[src/sv/hsom_pkg.sv]
`timescale 1ns / 1ps
`default_nettype none
// ----------------------------------------------------------------------------
// hsom_pkg: shared types and constants of the sound output mixer
// Register indexes, reset values and the control structs passed between
// the register file, the per-side mixing logic and the top level.
// ----------------------------------------------------------------------------
package hsom_pkg;

    localparam int SMP_W      = 8;
    localparam int CFG_DATA_W = 16;
    localparam int CFG_IDX_W  = 3;
    localparam int BIAS_W     = 10;
    localparam int OUT_W      = 16;
    localparam int FIFO_VAL_W = 11;

    localparam logic [CFG_IDX_W-1:0] CFG_NR50 = 3'd0;
    localparam logic [CFG_IDX_W-1:0] CFG_NR51 = 3'd1;
    localparam logic [CFG_IDX_W-1:0] CFG_CNTH = 3'd2;
    localparam logic [CFG_IDX_W-1:0] CFG_BIAS = 3'd3;

    localparam logic [7:0]        NR50_RST = 8'h77;
    localparam logic [7:0]        NR51_RST = 8'hFF;
    localparam logic [15:0]       CNTH_RST = 16'h210E;
    localparam logic [BIAS_W-1:0] BIAS_RST = 10'd512;

    typedef struct packed {
        logic [7:0]        nr50;
        logic [7:0]        nr51;
        logic [15:0]       cnth;
        logic [BIAS_W-1:0] bias;
    } t_cfg;

    // Controls of one output side.
    typedef struct packed {
        logic [3:0] pan;
        logic [2:0] vol;
        logic       a_on;
        logic       b_on;
    } t_side_cfg;

    typedef struct packed {
        logic [SMP_W-1:0]        square1_sample;
        logic [SMP_W-1:0]        square2_sample;
        logic [SMP_W-1:0]        wave_sample;
        logic [SMP_W-1:0]        noise_sample;
        logic signed [SMP_W-1:0] fifo_a_sample;
        logic signed [SMP_W-1:0] fifo_b_sample;
        logic                    block_end;
    } t_frame;

    typedef struct packed {
        logic signed [OUT_W-1:0] left_out;
        logic signed [OUT_W-1:0] right_out;
        logic                    block_end_out;
    } t_result;

endpackage
`default_nettype wire

[src/sv/hsom_if.sv]
`timescale 1ns / 1ps
`default_nettype none
// ----------------------------------------------------------------------------
// hsom_in_if / hsom_out_if: frame and result channels
// Valid/ready channels carrying one audio frame in and one stereo result out.
// ----------------------------------------------------------------------------
interface hsom_in_if;
    import hsom_pkg::*;
    logic                    valid;
    logic                    ready;
    logic [SMP_W-1:0]        square1_sample;
    logic [SMP_W-1:0]        square2_sample;
    logic [SMP_W-1:0]        wave_sample;
    logic [SMP_W-1:0]        noise_sample;
    logic signed [SMP_W-1:0] fifo_a_sample;
    logic signed [SMP_W-1:0] fifo_b_sample;
    logic                    block_end;

    modport source (output valid, square1_sample, square2_sample, wave_sample,
                    noise_sample, fifo_a_sample, fifo_b_sample, block_end,
                    input ready);
    modport sink (input valid, square1_sample, square2_sample, wave_sample,
                  noise_sample, fifo_a_sample, fifo_b_sample, block_end,
                  output ready);
endinterface

interface hsom_out_if;
    import hsom_pkg::*;
    logic                    valid;
    logic                    ready;
    logic signed [OUT_W-1:0] left_out;
    logic signed [OUT_W-1:0] right_out;
    logic                    block_end_out;

    modport source (output valid, left_out, right_out, block_end_out,
                    input ready);
    modport sink (input valid, left_out, right_out, block_end_out,
                  output ready);
endinterface
`default_nettype wire

[src/sv/hsom_cfg_regs.sv]
`timescale 1ns / 1ps
`default_nettype none
// ----------------------------------------------------------------------------
// hsom_cfg_regs: mixer control registers
// Write-only register file holding master volume, pan masks, channel
// control and DAC bias. Writes to unknown indexes are dropped.
// ----------------------------------------------------------------------------
module hsom_cfg_regs
    import hsom_pkg::*;
(
    input  wire                  i_clk,
    input  wire                  i_rst_n,
    input  wire                  i_cfg_we,
    input  wire [CFG_IDX_W-1:0]  i_cfg_idx,
    input  wire [CFG_DATA_W-1:0] i_cfg_data,
    output t_cfg                 o_cfg
);

    t_cfg r_cfg;

    always_ff @(posedge i_clk) begin
        if (!i_rst_n) begin
            r_cfg.nr50 <= NR50_RST;
            r_cfg.nr51 <= NR51_RST;
            r_cfg.cnth <= CNTH_RST;
            r_cfg.bias <= BIAS_RST;
        end else if (i_cfg_we) begin
            case (i_cfg_idx)
                CFG_NR50: r_cfg.nr50 <= i_cfg_data[7:0];
                CFG_NR51: r_cfg.nr51 <= i_cfg_data[7:0];
                CFG_CNTH: r_cfg.cnth <= i_cfg_data;
                CFG_BIAS: r_cfg.bias <= i_cfg_data[BIAS_W-1:0];
                default:  ;
            endcase
        end
    end

    assign o_cfg = r_cfg;

endmodule
`default_nettype wire

[src/sv/hsom_mix_side.sv]
`timescale 1ns / 1ps
`default_nettype none
// ----------------------------------------------------------------------------
// hsom_mix_side: one output side of the mixer
// Pans and sums the tone channels, applies master and tone volume, adds the
// sample channels, clamps around the DAC bias and scales to 16 bits.
// ----------------------------------------------------------------------------
module hsom_mix_side
    import hsom_pkg::*;
(
    input  t_frame                       i_frame,
    input  t_side_cfg                    i_side,
    input  wire [1:0]                    i_tone_code,
    input  wire [BIAS_W-1:0]             i_bias,
    input  wire signed [FIFO_VAL_W-1:0]  i_a_val,
    input  wire signed [FIFO_VAL_W-1:0]  i_b_val,
    output logic signed [OUT_W-1:0]      o_sample
);

    logic [9:0]         tone;
    logic [15:0]        tone_x8;
    logic [15:0]        vol_p1;
    logic [15:0]        boosted;
    logic [2:0]         shamt;
    logic [15:0]        shifted;
    logic signed [17:0] side;
    logic signed [17:0] level;
    logic [BIAS_W-1:0]  clamped;
    logic signed [16:0] diff;
    logic signed [16:0] scaled;

    always_comb begin
        tone = 10'd0;
        if (i_side.pan[0]) tone = tone + {2'b00, i_frame.square1_sample};
        if (i_side.pan[1]) tone = tone + {2'b00, i_frame.square2_sample};
        if (i_side.pan[2]) tone = tone + {2'b00, i_frame.wave_sample};
        if (i_side.pan[3]) tone = tone + {2'b00, i_frame.noise_sample};

        tone_x8 = {3'b000, tone, 3'b000};
        vol_p1  = {13'd0, i_side.vol} + 16'd1;
        boosted = tone_x8 * vol_p1;
        shamt   = 3'd4 - {1'b0, i_tone_code};
        shifted = boosted >> shamt;

        side = $signed({3'b000, shifted[14:0]});
        if (i_side.a_on) side = side + 18'(i_a_val);
        if (i_side.b_on) side = side + 18'(i_b_val);

        level = side + $signed({8'd0, i_bias});
        if (level[17]) begin
            clamped = '0;
        end else if (level >= 18'sd1024) begin
            clamped = '1;
        end else begin
            clamped = level[BIAS_W-1:0];
        end

        // Times 48 is a sum of two shifts.
        diff     = $signed({7'd0, clamped}) - $signed({7'd0, i_bias});
        scaled   = (diff <<< 5) + (diff <<< 4);
        o_sample = scaled[OUT_W-1:0];
    end

endmodule
`default_nettype wire

[src/sv/handheld_sound_output_mixer.sv]
`timescale 1ns / 1ps
`default_nettype none
// ----------------------------------------------------------------------------
// handheld_sound_output_mixer: stereo output mixer with DAC bias
// Mixes four tone channels and two sample channels into a left and right
// 16-bit sample per frame.
// ----------------------------------------------------------------------------
// The mixer takes one frame per clock and returns one result per frame, in
// order: the frame lands in an input register and the full mix of both sides
// runs in one pass of logic into the result register. The rate of one frame
// per cycle is set by that single registered mixing pass. Back pressure on the
// output stalls the result register first and then the input register, so the
// input can still take one more frame while a finished result waits, and stops
// once both registers are full. Control registers are write-only and must be
// written while no frames are in flight.
module handheld_sound_output_mixer
    import hsom_pkg::*;
(
    input  wire                  i_clk,
    input  wire                  i_rst_n,
    input  wire                  i_cfg_we,
    input  wire [CFG_IDX_W-1:0]  i_cfg_idx,
    input  wire [CFG_DATA_W-1:0] i_cfg_data,
    hsom_in_if.sink              i_in,
    hsom_out_if.source           o_out
);

    t_cfg      cfg;
    t_side_cfg side_l;
    t_side_cfg side_r;

    t_frame    r_s1;
    t_frame    n_s1;
    logic      r_s1_valid;
    t_result   r_out;
    t_result   n_out;
    logic      r_out_valid;

    logic      s2_ready;
    logic      s1_adv;
    logic      in_ready;

    logic signed [FIFO_VAL_W-1:0] a_val;
    logic signed [FIFO_VAL_W-1:0] b_val;

    hsom_cfg_regs u_cfg (
        .i_clk      (i_clk),
        .i_rst_n    (i_rst_n),
        .i_cfg_we   (i_cfg_we),
        .i_cfg_idx  (i_cfg_idx),
        .i_cfg_data (i_cfg_data),
        .o_cfg      (cfg)
    );

    assign s2_ready = !r_out_valid || o_out.ready;
    assign s1_adv   = r_s1_valid && s2_ready;
    assign in_ready = !r_s1_valid || s2_ready;

    always_comb begin
        n_s1.square1_sample = i_in.square1_sample;
        n_s1.square2_sample = i_in.square2_sample;
        n_s1.wave_sample    = i_in.wave_sample;
        n_s1.noise_sample   = i_in.noise_sample;
        n_s1.fifo_a_sample  = i_in.fifo_a_sample;
        n_s1.fifo_b_sample  = i_in.fifo_b_sample;
        n_s1.block_end      = i_in.block_end;
    end

    always_comb begin
        side_l.pan  = cfg.nr51[7:4];
        side_l.vol  = cfg.nr50[6:4];
        side_l.a_on = cfg.cnth[9];
        side_l.b_on = cfg.cnth[13];
        side_r.pan  = cfg.nr51[3:0];
        side_r.vol  = cfg.nr50[2:0];
        side_r.a_on = cfg.cnth[8];
        side_r.b_on = cfg.cnth[12];
    end

    // Sample channels are doubled or quadrupled depending on their volume bit.
    assign a_val = cfg.cnth[2]
                 ? {r_s1.fifo_a_sample[7], r_s1.fifo_a_sample, 2'b00}
                 : {{2{r_s1.fifo_a_sample[7]}}, r_s1.fifo_a_sample, 1'b0};
    assign b_val = cfg.cnth[3]
                 ? {r_s1.fifo_b_sample[7], r_s1.fifo_b_sample, 2'b00}
                 : {{2{r_s1.fifo_b_sample[7]}}, r_s1.fifo_b_sample, 1'b0};

    hsom_mix_side u_left (
        .i_frame     (r_s1),
        .i_side      (side_l),
        .i_tone_code (cfg.cnth[1:0]),
        .i_bias      (cfg.bias),
        .i_a_val     (a_val),
        .i_b_val     (b_val),
        .o_sample    (n_out.left_out)
    );

    hsom_mix_side u_right (
        .i_frame     (r_s1),
        .i_side      (side_r),
        .i_tone_code (cfg.cnth[1:0]),
        .i_bias      (cfg.bias),
        .i_a_val     (a_val),
        .i_b_val     (b_val),
        .o_sample    (n_out.right_out)
    );

    assign n_out.block_end_out = r_s1.block_end;

    always_ff @(posedge i_clk) begin
        if (!i_rst_n) begin
            r_s1_valid  <= 1'b0;
            r_out_valid <= 1'b0;
        end else begin
            if (in_ready) begin
                r_s1_valid <= i_in.valid;
            end
            if (s2_ready) begin
                r_out_valid <= r_s1_valid;
            end
        end
    end

    always_ff @(posedge i_clk) begin
        if (i_in.valid && in_ready) begin
            r_s1 <= n_s1;
        end
        if (s1_adv) begin
            r_out <= n_out;
        end
    end

    assign i_in.ready          = in_ready;
    assign o_out.valid         = r_out_valid;
    assign o_out.left_out      = r_out.left_out;
    assign o_out.right_out     = r_out.right_out;
    assign o_out.block_end_out = r_out.block_end_out;

    // A frame moving out of the input register must show up as a result.
    a_adv_to_out: assert property (@(posedge i_clk) disable iff (!i_rst_n)
        s1_adv |=> r_out_valid)
        else $error("frame lost between input and result register");

    // The end flag travels with its frame.
    a_end_flag: assert property (@(posedge i_clk) disable iff (!i_rst_n)
        s1_adv |=> (r_out.block_end_out == $past(r_s1.block_end)))
        else $error("block end flag not carried with its frame");

    // Input stalls only when both registers are full and the output is held.
    a_stall_cause: assert property (@(posedge i_clk) disable iff (!i_rst_n)
        !in_ready |-> (r_s1_valid && r_out_valid && !o_out.ready))
        else $error("input stalled without a full pipeline");

    // A held frame keeps its contents while the result side is blocked.
    a_s1_hold: assert property (@(posedge i_clk) disable iff (!i_rst_n)
        (r_s1_valid && !s2_ready) |=> (r_s1_valid && $stable(r_s1)))
        else $error("input register changed while stalled");

endmodule
`default_nettype wire

[src/flat_wrapper.sv]
// flat-port wrapper written by rule: the top's interface ports become plain ports
module handheld_sound_output_mixer_flat import hsom_pkg::*;
  (i_clk, i_rst_n, i_cfg_we, i_cfg_idx, i_cfg_data, i_in_valid, i_in_square1_sample, i_in_square2_sample, i_in_wave_sample, i_in_noise_sample, i_in_fifo_a_sample, i_in_fifo_b_sample, i_in_block_end, i_in_ready, o_out_valid, o_out_left_out, o_out_right_out, o_out_block_end_out, o_out_ready);
  hsom_in_if i_in_i ();
  hsom_out_if o_out_i ();
  input  wire i_clk;
  input  wire i_rst_n;
  input  wire i_cfg_we;
  input  wire [CFG_IDX_W-1:0] i_cfg_idx;
  input  wire [CFG_DATA_W-1:0] i_cfg_data;
  input wire logic [$bits(i_in_i.valid)-1:0] i_in_valid;
  input wire logic [$bits(i_in_i.square1_sample)-1:0] i_in_square1_sample;
  input wire logic [$bits(i_in_i.square2_sample)-1:0] i_in_square2_sample;
  input wire logic [$bits(i_in_i.wave_sample)-1:0] i_in_wave_sample;
  input wire logic [$bits(i_in_i.noise_sample)-1:0] i_in_noise_sample;
  input wire logic [$bits(i_in_i.fifo_a_sample)-1:0] i_in_fifo_a_sample;
  input wire logic [$bits(i_in_i.fifo_b_sample)-1:0] i_in_fifo_b_sample;
  input wire logic [$bits(i_in_i.block_end)-1:0] i_in_block_end;
  output wire logic [$bits(i_in_i.ready)-1:0] i_in_ready;
  output wire logic [$bits(o_out_i.valid)-1:0] o_out_valid;
  output wire logic [$bits(o_out_i.left_out)-1:0] o_out_left_out;
  output wire logic [$bits(o_out_i.right_out)-1:0] o_out_right_out;
  output wire logic [$bits(o_out_i.block_end_out)-1:0] o_out_block_end_out;
  input wire logic [$bits(o_out_i.ready)-1:0] o_out_ready;
  assign i_in_i.valid = i_in_valid;
  assign i_in_i.square1_sample = i_in_square1_sample;
  assign i_in_i.square2_sample = i_in_square2_sample;
  assign i_in_i.wave_sample = i_in_wave_sample;
  assign i_in_i.noise_sample = i_in_noise_sample;
  assign i_in_i.fifo_a_sample = i_in_fifo_a_sample;
  assign i_in_i.fifo_b_sample = i_in_fifo_b_sample;
  assign i_in_i.block_end = i_in_block_end;
  assign i_in_ready = i_in_i.ready;
  assign o_out_valid = o_out_i.valid;
  assign o_out_left_out = o_out_i.left_out;
  assign o_out_right_out = o_out_i.right_out;
  assign o_out_block_end_out = o_out_i.block_end_out;
  assign o_out_i.ready = o_out_ready;
  handheld_sound_output_mixer u_core (.i_clk(i_clk), .i_rst_n(i_rst_n), .i_cfg_we(i_cfg_we), .i_cfg_idx(i_cfg_idx), .i_cfg_data(i_cfg_data), .i_in(i_in_i), .o_out(o_out_i));
endmodule
[config.mk]
export PLATFORM = sky130hd
export DESIGN_NAME = handheld_sound_output_mixer_flat
export DESIGN_NICKNAME = d
export VERILOG_FILES = /design/src/sv/hsom_pkg.sv /design/src/sv/hsom_if.sv /design/src/sv/hsom_cfg_regs.sv /design/src/sv/hsom_mix_side.sv /design/src/sv/handheld_sound_output_mixer.sv /design/src/flat_wrapper.sv
export SDC_FILE = /design/constraint.sdc
export NUM_CORES = 1
export LEC_CHECK = 0
export ABC_CLOCK_PERIOD_IN_PS = 15700
export BUFFER_PORTS_ARGS = -buffer_cell sky130_fd_sc_hd__buf_2
export CAP_MARGIN = 20
export CORE_UTILIZATION = 65
export CTS_BUF_LIST = sky130_fd_sc_hd__clkbuf_8
export CTS_CLUSTER_SIZE = 8
export DETAILED_ROUTE_END_ITERATION = 7
export PLACE_DENSITY = 0.85
export SYNTH_ARGS = -nofsm -noshare
export SYNTH_HDL_FRONTEND = slang
export SYNTH_SLANG_ARGS = --single-unit
export TNS_END_PERCENT = 20
[constraint.sdc]
create_clock -name i_clk -period 15.7 [get_ports i_clk]
set_input_delay 0.785 -clock i_clk [delete_from_list [all_inputs] [get_ports i_clk]]
set_output_delay 0.785 -clock i_clk [all_outputs]
set_load 0.03 [all_outputs]
After elaboration in Yosys (flattened, before gate mapping)
Index checks and enable logic that the tools add are counted.

storage, ports and cells
  latch bits = 0
  output and inout port bits = 35
  ROM bits = 0
  logic and storage cells = 73
  memory bits (writable) = 0
  bits of input ports = 73
  register bits = 123
  memories kept = 0

operators by class
  div/mod/pow operators = 0
  reductions and logical operators = 11
  bitwise gates (word level) = 0
  muxes and demuxes = 18
  equal/unequal tests = 3
  add/sub/neg operators = 19
  order comparisons = 2
  multipliers = 2
  shift-type cells = 2

operators with widths
  operator                                                             number
  two-way mux 10 bit                                                   10
  two-way mux 18 bit                                                   4
  adder 10 x 8 -> 10 bit                                               6
  adder 18 x 10 -> 18 bit                                              2
  adder 18 x 11 -> 18 bit                                              2
  greater-or-equal comparator 18 x 12 -> 1 bit, second input constant  2
  adder 16 x 10 -> 17 bit                                              2
  adder 16 x 15 -> 16 bit                                              2
  right shift 16 x 3 -> 15 bit                                         2
  multiplier 10 x 4 -> 13 bit                                          2
  subtractor 10 x 10 -> 11 bit                                         2
  two-way mux 9 bit                                                    2
  two-way mux 8 bit                                                    2
  adder 3 x 1 -> 4 bit, second input constant                          2
  AND reduction 2 bit                                                  4
  equality test 3 x 2 -> 1 bit, second input constant                  2
  equality test 3 x 1 -> 1 bit, second input constant                  1
  zero test 3 bit                                                      1
  subtractor 3 x 2 -> 3 bit, first input constant                      1
  logical AND 1 bit                                                    2
  zero test 1 bit                                                      2
  logical OR 1 bit                                                     2

Longest topological paths before layout
Gate-level depths: netlist of the first run.

  depth after elaboration = 19
  mapped depth = 76
  gate-level depth less buffers = 75

Cells and area by module
Synthesis of the first run repeated with hierarchy kept, for this count alone.

unflattened totals
  cell total of the unflattened synthesis = 2106
  area, all modules = 17869.6 µm²

modules (own cells, without submodules)
  module                           seq. area each (µm²)  cells each  times used  area an instance (µm²)
  hsom_mix_side at u_core.u_right  0.0                   935         1           6981.7
  hsom_mix_side at u_core.u_left   0.0                   891         1           6371.1
  handheld_sound_output_mixer      2502.4                110         1           2800.2
  hsom_cfg_regs                    840.8                 170         1           1716.6

Worst setup path after synthesis of the first run
OpenSTA, ideal clock, no wires.

  path kind = flip-flop to flip-flop
  from = register u_core.r_s1[41] (netlist name)
  to = register u_core.r_out (netlist bit u_core.o_out.right_out[15]), data pin
  data arrival time = 13.495 ns
  path slack = 1.949 ns
  library setup time = 0.256 ns
  stages on the path, launching flop included = 71
  required time = 15.444 ns
  period minus slack after synthesis = 13.751 ns
  buffers on the path = 1
  path through = edfxtp_1 and2_1 ha_1 fa_1 a21o_1 maj3_1 nand3_1 nand2_1 xor2_1 mux2_2 ha_1 nor2b_1 nor2_1 xnor2_1 nand2_1 o21ai_0 ha_1 a21oi_1 [... 35 more ...] o31a_1 o21ai_1 a211oi_4 a21oi_1 ha_1 nor2b_1 o21ai_0 a21boi_0 o21ai_0 a21boi_0 o21ai_0 a21boi_0 o21a_1 nor2_1 xnor2_1 ha_1 a21o_1 a31o_2

RTL lines
  what                      RTL line                            source
  start: declaration        handheld_sound_output_mixer.sv:32   t_frame r_s1;
  start signal: assignment  handheld_sound_output_mixer.sv:126  r_s1 <= n_s1;
  end signal: assignment    handheld_sound_output_mixer.sv:129  r_out <= n_out;
  end: declaration          handheld_sound_output_mixer.sv:35   t_result r_out;

==> flow_summary.ini, run 1 <==
[run_status]
status = complete, no violations

[grt]
grt_usage_pct = 33.13
grt_overflow = 0
antenna_found_initial = 0
grt_max_degree = 50
grt_pass1_vias = 14590
grt_pass1_wl_mm = 69.73

[critical_path]
max_stage_delay_ns = 0.54
crit_required_ns = 15.88
startpoint_type = flip-flop
setup.worst_path.end_class = flip-flop
rrSetupSlack_ns = 0.49
crit_family = compound AO/OA/AOI/OAI gates
worstPathArrival_ns = 15.39
r2r_end = u_core.o_out.right_out[15]
worst_path_most_repeated_cell = ha_1
critPathKind = reg -> reg
ff2ff_path_depth = 71
cp_slowest_cell = or4_1
crit_path_max_fanout = 9
worstPathBufferInverterCount = 3
r2r-start = u_core.r_s1[41]

[placement]
dpl_cell_area_sq_mm = 0.01708
dp_hpwl_mm = 34.35
dp.cells = 2375
port_buffers = 95
gp_congestion = 0.9371

[die]
die_w_um = 160.8
core_sq_mm = 0.02453
start_util_pct = 66.78
die_y_um = 160.8
die_area_sq_mm = 0.02584
placementRows = 57
ioPinCount = 108

[clock_tree]
clk_pin_slew_ns = 0.12
cts_tree = built
cts-htree-levels = 3
cts_root_buf = clkbuf_8
cts.sinks = 108
cts_buffers = 9
hold_buffers = 0
clockBufferDepth = 2
clock_latency_ns = 0.40

[route]
wirelength_mm = 43.08
wl_per_cell_um = 17.97
antenna_left = 0
drt_first_pass_iters = 8
vias_per_cell = 6.328
num_vias = 15174
drc = 0
drtIter0Drc = 1268

[synth]
yosysUniqueCellTypes = 94
netlist_instances = 2007
syn_area_sq_mm = 0.01638
ys_warn_count = 0
synth_area_leaders = ha_1 (16%), edfxtp_1 (14%), fa_1 (5.9%)
avgSynthCellArea_sq_um = 8.163
yosys_most_used_dff = edfxtp_1
synth_top_area_share_pct = 15.96
yosysTopAreaCell = ha_1
yosysSeqAreaShare_pct = 17.72
synth_edf_count = 74
async_flop_share_pct = 0
synth_seq_cells = 108

[timing]
timing.fmax_mhz = 65.75
period_share_pct = 96.88
worst_hold_slack_ns = 0.4426
setup_viol = 0
fin_crit_ns = 15.21
max_slew_margin_pct = 26.99
worst_pin_slew_ns = 1.087
slew_viol_final = 0
rsz0062_at_grt = true
finClkSkew_ns = 0.01597
hold_viol = 0

[finish]
multiInputGateArea_sq_mm = 0.01279
finalNetCount = 2398
layout.cells.non_filler = 2398
final_layout_size_suffix_gt1_share_pct = 12.35
ff_latch_area_sq_mm = 0.002908
area_growth_pct = 7.256
final_common_cell = ha_1
layout_common_cells = ha_1 (207), nand2_1 (200), inv_1 (172)
fill_cells = 1905
finalInstanceArea_sq_mm = 0.01757

[min_path]
holdPathEnd = u_core.o_out.block_end_out
hp-start = u_core.n_out[0]
hp-class = reg -> reg
hold_path_depth = 0

[flow_run]
maxCapViolCount = 0
==> cells in the mapped netlist (12+ instances only) <==
cell type  number
a211oi_1       25
a21boi_0       22
a21o_1         52
a21oi_1       165
and2_1         35
and3_1         13
buf_1          12
clkbuf_1       46
dfxtp_1        34
edfxtp_1       74
fa_1           48
ha_1          209
inv_1         172
mux2_2         45
mux2i_1        31
nand2_1       200
nand2b_1       34
nand3_1        33
nor2_1        137
nor2b_1        39
nor3_1         25
nor4_1         12
o211ai_1       20
o21a_1         48
o21ai_0       114
o21bai_1       25
or3_1          18
xnor2_1        85
xor2_1         56
==> per-layer routing <==
metal  track usage (%)  routed length (um)  vias up
met5                 0                   0        -
met4             12.69                1351        0
met3             3.409                2880      101
met2             55.02               20060      578
met1             44.37               18790     7212
li1                  -                   -     7283
==> logic make-up after synthesis <==
kind of cell | after synthesis | share of synthesized area [%]
xor+xnor | 142 | 7.637
compound gates | 590 | 24.15
simple gates | 582 | 16.95
buf+inv | 241 | 5.720
mux | 82 | 5.720
flops | 108 | 17.72
fa+ha+maj | 261 | 22.08
other cells | 1 | 0.02289
==> final cells by class <==
type                            instances  share of cell area, %
Clock buffer                            9                 0.7049
Sequential cell                       108                  16.55
Multi-Input combinational cell       1665                  72.76
Tap cell                              324                  2.307
Clock inverter                          7                 0.5340
Timing Repair Buffer                  111                  3.432
Inverter                              173                  3.696
Antenna cell                            1                0.01424
==> how the worst max path moves through the flow <==
stage / from / endpoint / slack (ns) / cells past startpoint
6_report: u_core.r_s1[41] / u_core.o_out.right_out[15] / 0.49 / 71
5_1_grt: u_core.r_s1[42] / u_core.o_out.left_out[14] / -0.14 / 74
3_5_place_dp: u_core.r_s1[41] / u_core.o_out.right_out[15] / 0.21 / 67
4_1_cts: u_core.u_cfg.o_cfg[26] / u_core.o_out.right_out[15] / 0.14 / 67
2_1_floorplan: u_core.r_s1[41] / u_core.o_out.right_out[15] / 1.95 / 70
3_3_place_gp: u_core.u_cfg.o_cfg[26] / u_core.o_out.right_out[15] / 0.67 / 66
==> what timing repair did <==
action / CTS / global route
endpoints found under the setup margin: 0 / 13
buffers inserted: 0 / 5
hold endpoints to repair: 0 / 0
resized for setup: 0 / 65
==> registers in the layout, summed over array words and instances (netlist names) <==
signal and cells:
u_core.r_s1 48, u_core.u_cfg.o_cfg 32, u_core.o_out.valid 1, u_core.o_out.left_out 12, u_core.r_s1_valid 1, u_core.o_out.right_out 12
u_core.o_out.block_end_out 1, u_core.n_out 1
==> per-stage QoR <==
stage	setup TNS (ns)	setup slack [ns]	utilization (%)
after floorplan	0	1.949	-
after global placement	0	0.6651	69.62
after detailed placement	0	0.2054	69.62
after CTS	0	0.1413	70.51
after global routing	-0.4031	-0.1437	71.61
final	0	0.4900	71.62
Power of run 1 is not shown: default switching activity piles up to over one toggle a cycle in this logic, so the estimate is an artifact.
==> run 2, diff against run 1 <==
==> constraint.sdc (replaced) <==
create_clock -name i_clk -period 15.7 [get_ports i_clk]
set_input_delay 3.925 -clock i_clk [delete_from_list [all_inputs] [get_ports i_clk]]
set_output_delay 3.925 -clock i_clk [all_outputs]
set_load 0.03 [all_outputs]
==> run 2 against run 1 <==
Net effect: first-iteration DRC count fell by 4.9%; highest routed layer unchanged; final area about the same; utilization is 0.066 points lower; wire length is 2.1% lower; maximum frequency increased by 1.2%; sequential share of layout area about the same; final cell count is essentially flat; count of clock-buffer cells in the layout unchanged; via count is 1.6% lower.
==> flow_summary.ini, run 2 (synthesized netlist as in run 1, its figures left out) <==
[route]
vias_per_cell = 6.221
wl_met3_mm = 2.962
antenna_left = 0
num_vias = 14931
routed-wl-met2_mm = 19.33
drc = 0
wl_per_cell_um = 17.58
drt_first_pass_iters = 7
wl_met1_mm = 18.73
drtIter0Drc = 1206
top_layer_used = met4
wirelength_mm = 42.18

[placement]
gp_congestion = 0.9324
port_buffers = 95
dp.cells = 2375
dp_hpwl_mm = 33.80

[finish]
area_growth_pct = 7.156
layout_common_cells = ha_1 (208), nand2_1 (200), inv_1 (173)
largest_register = u_core.r_s1
fill_cells = 1896
largest_reg_flops = 48
finalNetCount = 2401
final_layout_size_suffix_gt1_share_pct = 12.38
layout.cells.non_filler = 2400
num_antenna_cells = 0
final_common_cell = ha_1

[timing]
worst_pin_slew_ns = 1.106
worst_hold_slack_ns = 0.4314
setup_viol = 0
period_share_pct = 95.72
finClkSkew_ns = 0.02120
max_slew_margin_pct = 25.73
slew_viol_final = 0
fin_crit_ns = 15.03
timing.fmax_mhz = 66.54
hold_viol = 0
tns_ns = 0

[critical_path]
startpoint_type = flip-flop
setup.worst_path.end_class = flip-flop
critPathKind = reg -> reg
critPathLaunch = u_core.r_s1[41]
r2r-start = u_core.r_s1[41]
r2r_end = u_core.o_out.right_out[15]
cp_slowest_cell = or4b_4
worst_path_most_repeated_cell = ha_1
rrSetupSlack_ns = 0.67
crit_required_ns = 15.89
ff2ff_path_depth = 71
max_stage_delay_ns = 0.51
crit_path_max_fanout = 9
worstPathArrival_ns = 15.22

[min_path]
hold_path_depth = 0
hp-class = reg -> reg
holdPathEnd = u_core.o_out.block_end_out
hp-start = u_core.n_out[0]

[clock_tree]
cts_root_buf = clkbuf_8
cts.sinks = 108
cts-htree-levels = 3
clk_pin_slew_ns = 0.12
clockBufferDepth = 2
clock_latency_ns = 0.42
cts_buffers = 9
hold_buffers = 0
cts_tree = built

[grt]
grt_overflow = 0
grt_usage_pct = 32.53
grt_max_degree = 50
antenna_found_initial = 0
grt_pass1_vias = 14346
grt_pass1_wl_mm = 68.54

[die]
die_area_sq_mm = 0.02584
core_sq_mm = 0.02453
ioPinCount = 108
placementRows = 57
die_y_um = 160.8
die_w_um = 160.8
start_util_pct = 66.78

[run_status]
status = complete, no violations

[flow_run]
maxCapViolCount = 0
[run 2: worst max-delay path: cells and delay by family, from the launching register on]
kind	cells	cell delay, ns
xor gates and xnor gates	3	0.48
muxes	1	0.30
adders and majority gates	13	4.46
and+or+nand+nor	18	2.58
DFF	1	0.39
buffers and inverters	4	0.33
AOI/OAI and AO/OA	32	6.25
[run 2: area by class of cell]
| type | instances | area, sq um | share of cell area [%] |
|---|---|---|---|
| timing repair buffer | 114 | 625.6 | 3.564 |
| sequential | 108 | 2905 | 16.55 |
| clock buffer | 9 | 123.9 | 0.7056 |
| tap | 324 | 405.4 | 2.309 |
| clock inverter | 7 | 80.08 | 0.4561 |
| inverter | 173 | 649.4 | 3.699 |
| multi-input combinational | 1665 | 12770 | 72.72 |
[run 2: per-layer routing]
| layer | vias to the layer above | global-route usage [%] |
|---|---|---|
| met4 | 0 | 10.72 |
| li1 | 7283 | - |
| met3 | 82 | 4.029 |
| met2 | 575 | 53.76 |
| met5 | - | 0 |
| met1 | 6991 | 44.04 |
[run 2: timing repair]
item / 4_1_cts / 5_1_grt
buffers inserted: 0 / 8
setup endpoints to repair: 0 / 13
resized for setup: 0 / 59
endpoints found under the hold margin: 0 / 0
[run 2: stage by stage]
step	instance area, sq um	setup WS [ns]	utilization [%]
after floorplan	16410	1.949	-
after global placement	17080	0.6011	69.62
after detailed placement	17080	0.2696	69.62
after CTS	17290	0.2119	70.46
after global routing	17560	-0.06015	71.56
final	17560	0.6725	71.56
[run 2: how the worst max path moves through the flow]
stage                                            end  cells after the start  slack (ns)
after floorplan           u_core.o_out.right_out[15]                     70        1.95
after global placement    u_core.o_out.right_out[15]                     66        0.60
after detailed placement  u_core.o_out.right_out[15]                     66        0.27
after CTS                 u_core.o_out.right_out[15]                     66        0.21
after global routing      u_core.o_out.right_out[15]                     66       -0.06
final                     u_core.o_out.right_out[15]                     71        0.67
Power of run 2 is left out for the same reason.
==> run 3, diff against run 2 <==
--- a/config.mk
+++ b/config.mk
@@ -6,13 +6,13 @@
 export NUM_CORES = 1
 export LEC_CHECK = 0
 export ABC_CLOCK_PERIOD_IN_PS = 15700
-export BUFFER_PORTS_ARGS = -buffer_cell sky130_fd_sc_hd__buf_2
 export CAP_MARGIN = 20
-export CORE_UTILIZATION = 65
+export CORE_UTILIZATION = 68
 export CTS_BUF_LIST = sky130_fd_sc_hd__clkbuf_8
 export CTS_CLUSTER_SIZE = 8
 export DETAILED_ROUTE_END_ITERATION = 7
-export PLACE_DENSITY = 0.85
+export DONT_BUFFER_PORTS = 1
+export PLACE_DENSITY = 0.95
 export SYNTH_ARGS = -nofsm -noshare
 export SYNTH_HDL_FRONTEND = slang
 export SYNTH_SLANG_ARGS = --single-unit
==> run 3 against run 2 <==
Net effect: count of clock-buffer cells in the layout increased by 1; via count increased by 0.48%; maximum frequency decreased by 0.78%; non-clock buffer count decreased by 97; utilization increased by 0.73 points.
==> flow_summary.ini, run 3 (synthesized netlist as in run 1, its figures left out) <==
[run_status]
status = complete, no violations

[grt]
grt_pass1_wl_mm = 69.03
grt_pass1_vias = 14369
grt_overflow = 0
grt_usage_pct = 34.90
antenna_found_initial = 0
grt_max_degree = 50

[route]
routed-wl-met2_mm = 19.88
top_layer_used = met4
num_vias = 15003
wl_met1_mm = 17.51
antenna_left = 0
drt_first_pass_iters = 7
drtIter0Drc = 1284
vias_per_cell = 6.529
wirelength_mm = 42.58
wl_met3_mm = 3.489
drc = 0
wl_per_cell_um = 18.53

[critical_path]
crit_family = compound AO/OA/AOI/OAI gates
startpoint_type = flip-flop
rrSetupSlack_ns = 0.55
critPathKind = reg -> reg
setup.worst_path.end_class = flip-flop
r2r_end = u_core.o_out.right_out[15]
max_stage_delay_ns = 0.50
ff2ff_path_depth = 71
worstPathArrival_ns = 15.30
worstPathBufferInverterCount = 5
cp_slowest_cell = or4b_1
worst_path_most_repeated_cell = ha_1
crit_required_ns = 15.86
crit_path_max_fanout = 9
r2r-start = u_core.r_s1[42]

[clock_tree]
cts-htree-levels = 3
cts_buffers = 9
cts.sinks = 108
cts_root_buf = clkbuf_8
cts_tree = built
hold_buffers = 0
clockBufferDepth = 2
clock_latency_ns = 0.41
clk_pin_slew_ns = 0.12

[timing]
finClkSkew_ns = 0.02857
rsz0062_at_grt = true
hold_viol = 0
slew_viol_final = 0
period_share_pct = 96.47
worst_pin_slew_ns = 1.136
setup_viol = 0
max_slew_margin_pct = 23.71
timing.fmax_mhz = 66.03
worst_hold_slack_ns = 0.4659
fin_crit_ns = 15.15

[die]
placementRows = 56
start_util_pct = 69.59
ioPinCount = 108
die_w_um = 157.2
die_y_um = 157.2
core_sq_mm = 0.02354
die_area_sq_mm = 0.02472

[finish]
final_layout_size_suffix_gt1_share_pct = 7.933
largest_reg_flops = 48
largest_register = u_core.r_s1
fill_cells = 1740
layout_common_cells = ha_1 (208), nand2_1 (200), inv_1 (172)
area_growth_pct = 3.872
final_common_cell = ha_1
num_antenna_cells = 0
finalNetCount = 2304

[min_path]
hp-start = u_core.n_out[0]
hold_path_depth = 0
hp-class = reg -> reg
holdPathEnd = u_core.o_out.block_end_out

[flow_run]
maxCapViolCount = 0

[placement]
port_buffers = 0
gp_congestion = 0.9658
dp_hpwl_mm = 34.14
-- run 3: cell count changes in the layout (fill, tap and decap cells not counted), moves of 2 or more --
cell	before	now
buf_2	95	0
o21ai_0	98	102
o21ai_1	20	16
inv_6	4	1
a21boi_1	0	2
buf_4	18	16
-- run 3: cell type report --
| cell class | count | area, sq um | share of cell area (%) |
|---|---|---|---|
| clock buffer | 10 | 137.6 | 0.8088 |
| inverter | 173 | 649.4 | 3.816 |
| clock inverter | 6 | 56.30 | 0.3309 |
| sequential | 108 | 2905 | 17.07 |
| multi-input combinational | 1665 | 12730 | 74.83 |
| timing repair buffer | 17 | 135.1 | 0.7941 |
| tap | 319 | 399.1 | 2.345 |
-- run 3: worst max-delay path by stage --
stage                                 from                    endpoint  slack [ns]  cells past startpoint
floorplan                  u_core.r_s1[41]  u_core.o_out.right_out[15]        1.95                     70
global placement    u_core.u_cfg.o_cfg[26]  u_core.o_out.right_out[15]        0.61                     66
detailed placement  u_core.u_cfg.o_cfg[26]  u_core.o_out.right_out[15]        0.11                     66
CTS                 u_core.u_cfg.o_cfg[26]  u_core.o_out.right_out[15]       0.008                     67
global route               u_core.r_s1[41]  u_core.o_out.right_out[15]       -0.20                     67
finish                     u_core.r_s1[42]  u_core.o_out.right_out[15]        0.55                     71
-- run 3: worst reg2reg max path, delay by kind of cell, from the launching register on --
kind / cells / cell delay, ns
AO/OA/AOI/OAI: 34 / 7.23
adder cells (fa/ha/maj): 12 / 3.84
AND/OR/NAND/NOR: 16 / 2.21
buffers and inverters: 5 / 0.48
flip-flops: 1 / 0.46
XOR/XNOR: 3 / 0.41
multiplexers: 1 / 0.28
-- run 3: metal layers --
| metal | vias up | global-route usage (%) |
|---|---|---|
| met4 | 0 | 15.95 |
| met5 | - | 0 |
| li1 | 7107 | - |
| met3 | 130 | 4.901 |
| met2 | 660 | 58.66 |
| met1 | 7106 | 44.22 |
-- run 3: per-stage QoR --
stage          cell area (sq um)  setup WS [ns]  utilization, %  cells  TNS [ns]
6_report                   17020         0.5544           72.28   2298         0
5_1_grt                    17020        -0.1996           72.28   2298   -0.4726
4_1_cts                    16790       0.008029           71.30   2290         0
3_5_place_dp               16590         0.1082           70.48   2274         0
3_3_place_gp               16590         0.6113           70.48   2274         0
2_1_floorplan              16410          1.949               -   2014         0
-- run 3: timing repair --
action                                  CTS  global route
endpoints found under the setup margin    0            13
resized for setup                         0            49
setup buffers                             0             7
Power of run 3 is left out for the same reason.
